==> config.mk <==
export PLATFORM = sky130hd
export DESIGN_NAME = rv32i_instruction_decoder
export DESIGN_NICKNAME = d
export VERILOG_FILES = /design/src/rtl/rvid_pkg.sv /design/src/rtl/rv32i_instruction_decoder.sv
export SDC_FILE = /design/constraint.sdc
export NUM_CORES = 1
export LEC_CHECK = 0
export ABC_AREA = 1
export BUFFER_PORTS_ARGS = -buffer_cell sky130_fd_sc_hd__buf_2
export CORE_MARGIN = 2
export CORE_UTILIZATION = 48
export CTS_CLUSTER_DIAMETER = 200
export CTS_CLUSTER_SIZE = 28
export DETAILED_ROUTE_END_ITERATION = 6
export HOLD_SLACK_MARGIN = 0.12
export PLACE_DENSITY = 0.87
export RECOVER_POWER = 25
export SYNTH_ARGS = -nofsm -noshare
export SYNTH_HDL_FRONTEND = slang
export SYNTH_SLANG_ARGS = --single-unit
export TNS_END_PERCENT = 1
==> constraint.sdc <==
create_clock -name clk -period 2.05 [get_ports clk]
set_input_delay 0.205 -clock clk [delete_from_list [all_inputs] [get_ports clk]]
set_output_delay 0.205 -clock clk [all_outputs]
set_load 0.01 [all_outputs]
==> src/rtl/rvid_pkg.sv <==
// Opcode, funct3 and decoded-result definitions for the RV32I instruction decoder.
`timescale 1ns / 1ps

package rvid_pkg;

  localparam logic [6:0] OPC_LOAD   = 7'b0000011;
  localparam logic [6:0] OPC_FENCE  = 7'b0001111;
  localparam logic [6:0] OPC_OPIMM  = 7'b0010011;
  localparam logic [6:0] OPC_AUIPC  = 7'b0010111;
  localparam logic [6:0] OPC_STORE  = 7'b0100011;
  localparam logic [6:0] OPC_OP     = 7'b0110011;
  localparam logic [6:0] OPC_LUI    = 7'b0110111;
  localparam logic [6:0] OPC_BRANCH = 7'b1100011;
  localparam logic [6:0] OPC_JALR   = 7'b1100111;
  localparam logic [6:0] OPC_JAL    = 7'b1101111;
  localparam logic [6:0] OPC_SYSTEM = 7'b1110011;

  localparam logic [2:0] F3_SLL  = 3'b001;
  localparam logic [2:0] F3_SR   = 3'b101;
  localparam logic [2:0] F3_PRIV = 3'b000;

  typedef struct packed {
    logic [4:0]         rd;
    logic [4:0]         rs1;
    logic [4:0]         rs2;
    logic signed [31:0] imm;
    logic [15:0]        type_code;
    logic               bad;
  } decode_t;

endpackage

==> src/rtl/rv32i_instruction_decoder.sv <==
// Top level of the RV32I instruction decoder: input register, decode logic, result register.
`timescale 1ns / 1ps

// RV32I instruction decoder. Pulse start with an instruction word; busy never rises, so a
// new word can be issued every cycle. Each word passes through the input register and then
// the result register, and its result is flagged there by a one-cycle done
// strobe; the receiver must take it then, as results cannot be held off. Outputs are
// rd/rs1/rs2 (zero where the format has none), the sign-extended immediate (shift amount
// for shift-immediates, zero for R-type), a 16-bit type code and bad_opcode, which marks an
// unsupported opcode and forces every other field to zero.
module rv32i_instruction_decoder (
  input  logic               clk,
  input  logic               rst,
  input  logic               start,
  output logic               busy,
  input  logic [31:0]        instruction_word,
  output logic               done,
  output logic [4:0]         dest_reg,
  output logic [4:0]         src_reg_one,
  output logic [4:0]         src_reg_two,
  output logic signed [31:0] imm_value,
  output logic [15:0]        type_code,
  output logic               bad_opcode
);
  import rvid_pkg::*;

  logic        in_valid;
  logic [31:0] iw_q;
  decode_t     dec_next;

  logic [6:0] opc;
  logic [2:0] f3;
  logic       keep_all;

  assign busy = 1'b0;
  assign opc  = iw_q[6:0];
  assign f3   = iw_q[14:12];

  // Full type code survives only for shift-immediates, R-type and the privileged system op.
  always_comb begin
    keep_all = ((opc == OPC_OPIMM) && (f3 inside {F3_SLL, F3_SR})) ||
               (opc == OPC_OP) ||
               ((opc == OPC_SYSTEM) && (f3 == F3_PRIV));
  end

  always_comb begin
    dec_next = '0;
    case (opc)
      OPC_LOAD, OPC_FENCE, OPC_OPIMM, OPC_JALR, OPC_SYSTEM: begin
        dec_next.rd  = iw_q[11:7];
        dec_next.rs1 = iw_q[19:15];
        if ((opc == OPC_OPIMM) && (f3 inside {F3_SLL, F3_SR})) begin
          dec_next.imm = {27'd0, iw_q[24:20]};
        end else begin
          dec_next.imm = {{20{iw_q[31]}}, iw_q[31:20]};
        end
        dec_next.type_code = {keep_all ? iw_q[30:25] : 6'd0, f3, opc};
      end
      OPC_AUIPC, OPC_LUI: begin
        dec_next.rd        = iw_q[11:7];
        dec_next.imm       = {iw_q[31:12], 12'd0};
        dec_next.type_code = {9'd0, opc};
      end
      OPC_STORE: begin
        dec_next.rs1       = iw_q[19:15];
        dec_next.rs2       = iw_q[24:20];
        dec_next.imm       = {{20{iw_q[31]}}, iw_q[31:25], iw_q[11:7]};
        dec_next.type_code = {6'd0, f3, opc};
      end
      OPC_OP: begin
        dec_next.rd        = iw_q[11:7];
        dec_next.rs1       = iw_q[19:15];
        dec_next.rs2       = iw_q[24:20];
        dec_next.type_code = {iw_q[30:25], f3, opc};
      end
      OPC_BRANCH: begin
        dec_next.rs1       = iw_q[19:15];
        dec_next.rs2       = iw_q[24:20];
        dec_next.imm       = {{20{iw_q[31]}}, iw_q[7], iw_q[30:25], iw_q[11:8], 1'b0};
        dec_next.type_code = {6'd0, f3, opc};
      end
      OPC_JAL: begin
        dec_next.rd        = iw_q[11:7];
        dec_next.imm       = {{12{iw_q[31]}}, iw_q[19:12], iw_q[20], iw_q[30:21], 1'b0};
        dec_next.type_code = {9'd0, opc};
      end
      default: begin
        dec_next.bad = 1'b1;
      end
    endcase
  end

  // Capture each transaction into the input register.
  always_ff @(posedge clk) begin
    if (rst) begin
      in_valid <= 1'b0;
    end else begin
      in_valid <= start && !busy;
    end
    if (start && !busy) begin
      iw_q <= instruction_word;
    end
  end

  // Advance the decoded word into the result register.
  always_ff @(posedge clk) begin
    if (rst) begin
      done <= 1'b0;
    end else begin
      done <= in_valid;
    end
    if (in_valid) begin
      dest_reg    <= dec_next.rd;
      src_reg_one <= dec_next.rs1;
      src_reg_two <= dec_next.rs2;
      imm_value   <= dec_next.imm;
      type_code   <= dec_next.type_code;
      bad_opcode  <= dec_next.bad;
    end
  end

`ifndef ASSERT_OFF
  a_done_follows: assert property (@(posedge clk) disable iff (rst)
    in_valid |=> done)
    else $error("decoded transaction did not produce a done strobe");

  a_bad_zero: assert property (@(posedge clk) disable iff (rst)
    (done && bad_opcode) |-> (dest_reg == 5'd0 && src_reg_one == 5'd0 &&
                              src_reg_two == 5'd0 && imm_value == 32'sd0 &&
                              type_code == 16'd0))
    else $error("bad opcode result carries nonzero fields");

  a_type_opcode: assert property (@(posedge clk) disable iff (rst)
    in_valid |=> (bad_opcode || type_code[6:0] == $past(iw_q[6:0])))
    else $error("type code opcode does not match instruction word");
`endif

endmodule

==> results of run 1 <==
metrics by stage:
step                utilization, %  worst slack [ps]
finish                        61.9               154
global placement              56.0               268
CTS                           61.9               137
floorplan                        -               529
detailed placement            56.0               151
global route                  61.9              7.02
where the power goes:
part | internal (mW) | switching, mW
clock network | 0.468 | 0.698
registers | 2.35 | 0.0708
logic | 0.164 | 0.234
total | 2.98 | 1.00
worst register-to-register path, stage by stage (launching register included):
cell and delay, ps:
edfxtp_1 430, inv_1 120, nand2_1 130, nor2_8 160
nand4_4 170, nand2_1 100, inv_1 50, nand2_2 360
nand2_1 120
routing by layer:
layer | track usage, % | part of all wire (%) | vias up
met5 | 0 | 0 | -
met4 | 9.51 | 2.7 | 0
met3 | 4.44 | 6.9 | 21
met2 | 33.0 | 50 | 126
met1 | 24.5 | 41 | 1423
li1 | - | - | 1484
synthesized netlist by cell type (all sizes together):
cell type,n
conb,1
o21ai,17
a21oi,26
nand2,84
o21bai,1
nand3,13
dfxtp,2
a21boi,8
edfxtp,96
inv,44
nand4,2
nor2,55
nor3,3
buf,10
placed cells by master (no fill, tap or decap), drive strengths merged:
master       netlist  routed
clkbuf             0      15
edfxtp            96      96
o21bai             1       1
clkinvlp           0       1
conb               1       1
dlygate4sd3        0      33
buf               10      99
inv               44      49
a21oi             26      26
o21ai             17      17
nand3             13      13
nand2             84      84
nor3               3       3
a21boi             8       8
nor2              55      55
nand4              2       2
dfxtp              2       2
what timing repair did:
action                                 in CTS  in global routing
buffers inserted                            0                  0
endpoints found under the hold margin      34                  0
hold buffers                               33                  0
cell type report:
class | count | area share [%]
clock inverters | 6 | 1.01
repair buffers | 137 | 16.3
well taps | 108 | 2.53
flip-flops and latches | 98 | 54.7
inverters | 44 | 3.14
multi-input cells | 210 | 19.9
clock buffers | 10 | 2.39
logic make-up after synthesis:
logic type,after synthesis
AO/OA/AOI/OAI,52
buffers and inverters,54
flip-flops,98
other,1
AND/OR/NAND/NOR,157
worst paths after layout:
check	endpoint	cells past startpoint
setup / recovery	imm_value[23]	8
hold / removal	iw_q[24]	2
setup reg to reg	imm_value[23]	8
hold reg to reg	imm_value[2]	2
==> flow_metrics.env, run 1 <==
export IMPL_violations="capacitance limit, slew limit"
export IMPL_ys_ff_latch=98
export IMPL_worstReg2RegStart="iw_q[3]"
export IMPL_path_max_fanout=21
export IMPL_grt_ovfl_total=0
export IMPL_placedCellCount=564
export IMPL_drv_slew=34
export IMPL_numCtsBuffers=9
export IMPL_coreArea_um2=8640
export IMPL_holdWs_ps=532
export IMPL_multi_input_area_um2=1060
export IMPL_synth_compound_area_share_pct=7.03
export IMPL_synth_adder_area_share_pct=0
export IMPL_drive_above_1_share_pct=29.7
export IMPL_setup_tns_ps=0
export IMPL_power_total_mw=3.98
export IMPL_vias=3054
export IMPL_drc=0
export IMPL_final_hold_viol_count=0
export IMPL_cp_common_cell="nand2_1"
export IMPL_cts_tree="done"
export IMPL_wl_per_cell_um=15.1
export IMPL_max_stage_delay_ps=430
export IMPL_drv_cap=1
export IMPL_synth_largest_area_cell="edfxtp_1"
export IMPL_status="complete, but fails checks"
export IMPL_timing_max_slew_rel_slack_pct=-19.0
export IMPL_dp_hpwl_mm=6.31
export IMPL_critPathBufInv=2
export IMPL_fin_nets=535
export IMPL_required_ps=2140
export IMPL_period_minus_slack_ps=1900
export IMPL_hold_start="instruction_word[24]"
export IMPL_fmax_mhz=527
export IMPL_gp_congestion=0.860
export IMPL_ios=101
export IMPL_post_route_period_util_pct=92.5
export IMPL_cp_slowest_cell="edfxtp_1"
export IMPL_clk_path_buf_depth=2
export IMPL_final_seq_area_um2=2920
export IMPL_cts_sink_count=98
export IMPL_antenna_found_initial=0
export IMPL_clk_latency_ps=370
export IMPL_criticalPathCategory="reg2reg"
export IMPL_synthTopCellsByArea="edfxtp_1 (68%), nand2_1 (6.1%), nor2_1 (4.3%)"
export IMPL_synth_xor_area_share_pct=0
export IMPL_root_buffer="clkbuf_8"
export IMPL_yosysUniqueCellTypes=30
export IMPL_p_leak_nw=2.33
export IMPL_syn_inst=362
export IMPL_yosys_area_share_simple_pct=18.0
export IMPL_reg_largest_list="imm_value: 32 flops, iw_q: 32 flops, type_code: 16 flops"
export IMPL_path_cells="inv_1 > nand2_1 > nor2_8 > nand4_4 > nand2_1 > inv_1 > nand2_2 > nand2_1"
export IMPL_clkSlewWorstSetupHoldPaths_ps=100
export IMPL_start_util_pct=49.0
export IMPL_syn_avg_cell_area_um2=11.7
export IMPL_clock_skew_ps=13.8
export IMPL_stdcell_count=613
export IMPL_synth_area_um2=4230
export IMPL_cts_resized=0
export IMPL_tightest_slew_ps=1780
export IMPL_synthesis_nets=397
export IMPL_ys_warn_count=0
export IMPL_grt_max_degree=57
export IMPL_area_growth_pct=26.2
export IMPL_htreeDepth=3
export IMPL_rsz0062_at_grt="no"
export IMPL_critical_path_top_delay_family="simple AND/OR/NAND/NOR gates"
export IMPL_placed_cell_area_um2=4840
export IMPL_fin_area_um2=5340
export IMPL_cp_arrival_ps=1990
export IMPL_diodes=0
export IMPL_gr_usage_all_layers_pct=19.8
export IMPL_r2r_slack_ps=150
export IMPL_die_w_um=97.9
export IMPL_ant_nets=0
export IMPL_via_per_inst=4.98
export IMPL_dr_pass1_iters=4
export IMPL_vdd_ir_drop_max_v=0.000442
export IMPL_die_h_um=97.9
export IMPL_wl_mm=9.26
export IMPL_drt_iter0_markers=190
export IMPL_synthMuxAreaShare_pct=0
export IMPL_setup_worst_path_start="iw_q[3]"
export IMPL_synth_top_area_share_pct=68.1
export IMPL_grt_pass1_vias=3111
export IMPL_startpoint_type="register"
export IMPL_setup_viol=0
export IMPL_hold_class="in2reg"
export IMPL_io_buffers=99
export IMPL_power_density_nw_per_um2=745
export IMPL_fp_row_count=34
export IMPL_synth_top_family_by_area="simple AND/OR/NAND/NOR gates"
export IMPL_die_area_um2=9590
export IMPL_grt_pass1_wl_mm=14.8
export IMPL_nFillCells=695
export IMPL_ys_seq_area_share_pct=69.0
export IMPL_critPathCaptureType="register"
Note: power is estimated with default switching activity, not from simulation.
==> run 2: changes to the inputs <==
MAX_ROUTING_LAYER = met4   (was not set)
==> flow_metrics.env, run 2 (same netlist as run 1, synthesis figures left out) <==
export IMPL_power_total_mw=3.98
export IMPL_clk_latency_ps=370
export IMPL_drv_cap=1
export IMPL_post_route_period_util_pct=92.6
export IMPL_mostFrequentLayoutCell="edfxtp_1"
export IMPL_path_cells="inv_1 > nand2_1 > nor2_8 > nand4_4 > nand2_1 > inv_1 > nand2_2 > nand2_1"
export IMPL_power_density_nw_per_um2=745
export IMPL_gp_congestion=0.864
export IMPL_wl_mm=9.14
export IMPL_cts_tree="done"
export IMPL_dr_pass1_iters=4
export IMPL_drc=0
export IMPL_drive_above_1_share_pct=29.7
export IMPL_critPathCaptureType="register"
export IMPL_fp_row_count=34
export IMPL_status="complete, but fails checks"
export IMPL_vdd_ir_drop_max_v=0.000414
export IMPL_htreeDepth=3
export IMPL_drv_slew=34
export IMPL_nFillCells=682
export IMPL_final_seq_area_um2=2920
export IMPL_cp_arrival_ps=2010
export IMPL_ant_nets=0
export IMPL_root_buffer="clkbuf_8"
export IMPL_gr_usage_all_layers_pct=20.4
export IMPL_fin_nets=535
export IMPL_post_cts_buffers=0
export IMPL_fmax_mhz=527
export IMPL_diodes=0
export IMPL_cp_common_cell="nand2_1"
export IMPL_dp_hpwl_mm=6.19
export IMPL_die_h_um=97.9
export IMPL_setup_tns_ps=0
export IMPL_grt_pass1_vias=2991
export IMPL_violations="capacitance limit, slew limit"
export IMPL_rsz0062_at_grt="no"
export IMPL_grt_ovfl_total=0
export IMPL_max_stage_delay_ps=430
export IMPL_vias=3024
export IMPL_coreArea_um2=8640
export IMPL_critPathBufInv=2
export IMPL_setup_viol=0
export IMPL_ios=101
export IMPL_drt_iter0_markers=188
export IMPL_clk_path_buf_depth=2
export IMPL_whs_path_depth=3
export IMPL_tightest_slew_ps=1830
export IMPL_required_ps=2160
export IMPL_grt_max_degree=57
export IMPL_antenna_found_initial=0
export IMPL_wl_per_cell_um=14.9
export IMPL_die_w_um=97.9
export IMPL_final_hold_viol_count=0
export IMPL_cp_depth=8
export IMPL_hold_class="in2reg"
export IMPL_most_common_layout_cells="edfxtp_1 (96), buf_2 (95), nand2_1 (69)"
export IMPL_p_leak_nw=2.33
export IMPL_startpoint_type="register"
export IMPL_multi_input_area_um2=1060
export IMPL_reg2regPathDepth=8
export IMPL_clkSlewWorstSetupHoldPaths_ps=100
export IMPL_cp_slowest_cell="edfxtp_1"
export IMPL_numCtsBuffers=9
export IMPL_via_per_inst=4.93
export IMPL_start_util_pct=49.0
export IMPL_grt_pass1_wl_mm=14.7
export IMPL_die_area_um2=9590
export IMPL_timing_max_slew_rel_slack_pct=-21.8
export IMPL_path_max_fanout=21
export IMPL_clock_skew_ps=10.7
export IMPL_io_buffers=99
export IMPL_cts_sink_count=98
export IMPL_reg_largest_list="imm_value: 32 flops, iw_q: 32 flops, type_code: 16 flops"
export IMPL_period_minus_slack_ps=1900
export IMPL_area_growth_pct=26.2
export IMPL_criticalPathCategory="reg2reg"
export IMPL_critical_path_top_delay_family="simple AND/OR/NAND/NOR gates"
## run 2: worst register-to-register path: stages, from the launching register on
cell,delay [ps]
edfxtp_1,430
inv_1,120
nand2_1,130
nor2_8,160
nand4_4,160
nand2_1,100
inv_1,50
nand2_2,370
nand2_1,130
## run 2: area by class of cell
| class | count | area share [%] |
|---|---|---|
| Timing Repair Buffer | 137 | 16.3 |
| Inverter | 44 | 3.14 |
| Clock buffer | 10 | 2.39 |
| Multi-Input combinational cell | 210 | 19.9 |
| Sequential cell | 98 | 54.7 |
| Clock inverter | 6 | 1.05 |
| Tap cell | 108 | 2.53 |
## run 2: power by group
part | switching (mW) | leakage (nW) | internal, mW
combinational | 0.232 | 1.38 | 0.164
sequential | 0.0725 | 0.858 | 2.35
clock | 0.698 | 0.0913 | 0.469
total | 1.00 | 2.33 | 2.98
## run 2: stage by stage
| step | std cells | hold WS (ps) | setup WS [ps] | utilization, % | cell area, um^2 |
|---|---|---|---|---|---|
| after floorplan | 362 | 269 | 529 | - | 4240 |
| after global placement | 564 | 372 | 268 | 56.0 | 4840 |
| after detailed placement | 564 | 374 | 148 | 56.0 | 4840 |
| after CTS | 613 | 379 | 142 | 62.0 | 5350 |
| after global routing | 613 | 518 | 47.4 | 61.9 | 5350 |
| final | 613 | 525 | 151 | 61.9 | 5350 |
## run 2: final timing paths
check / startpoint / to / slack (ps)
max: iw_q[3] / imm_value[11] / 150
min: rst / in_valid / 530
max reg2reg: iw_q[3] / imm_value[11] / 150
min reg2reg: iw_q[20] / imm_value[0] / 550
## run 2: routing by layer
metal / GRT usage (%) / vias up / part of all wire (%)
met5: - / - / 0
met4: 10.3 / 0 / 3.1
met3: 4.37 / 22 / 5.9
met2: 31.9 / 134 / 49
met1: 25.2 / 1385 / 42
li1: - / 1483 / -
## run 2: repair_timing
action / 4_1_cts / 5_1_grt
hold buffers: 33 / 0
endpoints found under the hold margin: 34 / 0
gates resized for setup: 0 / 0
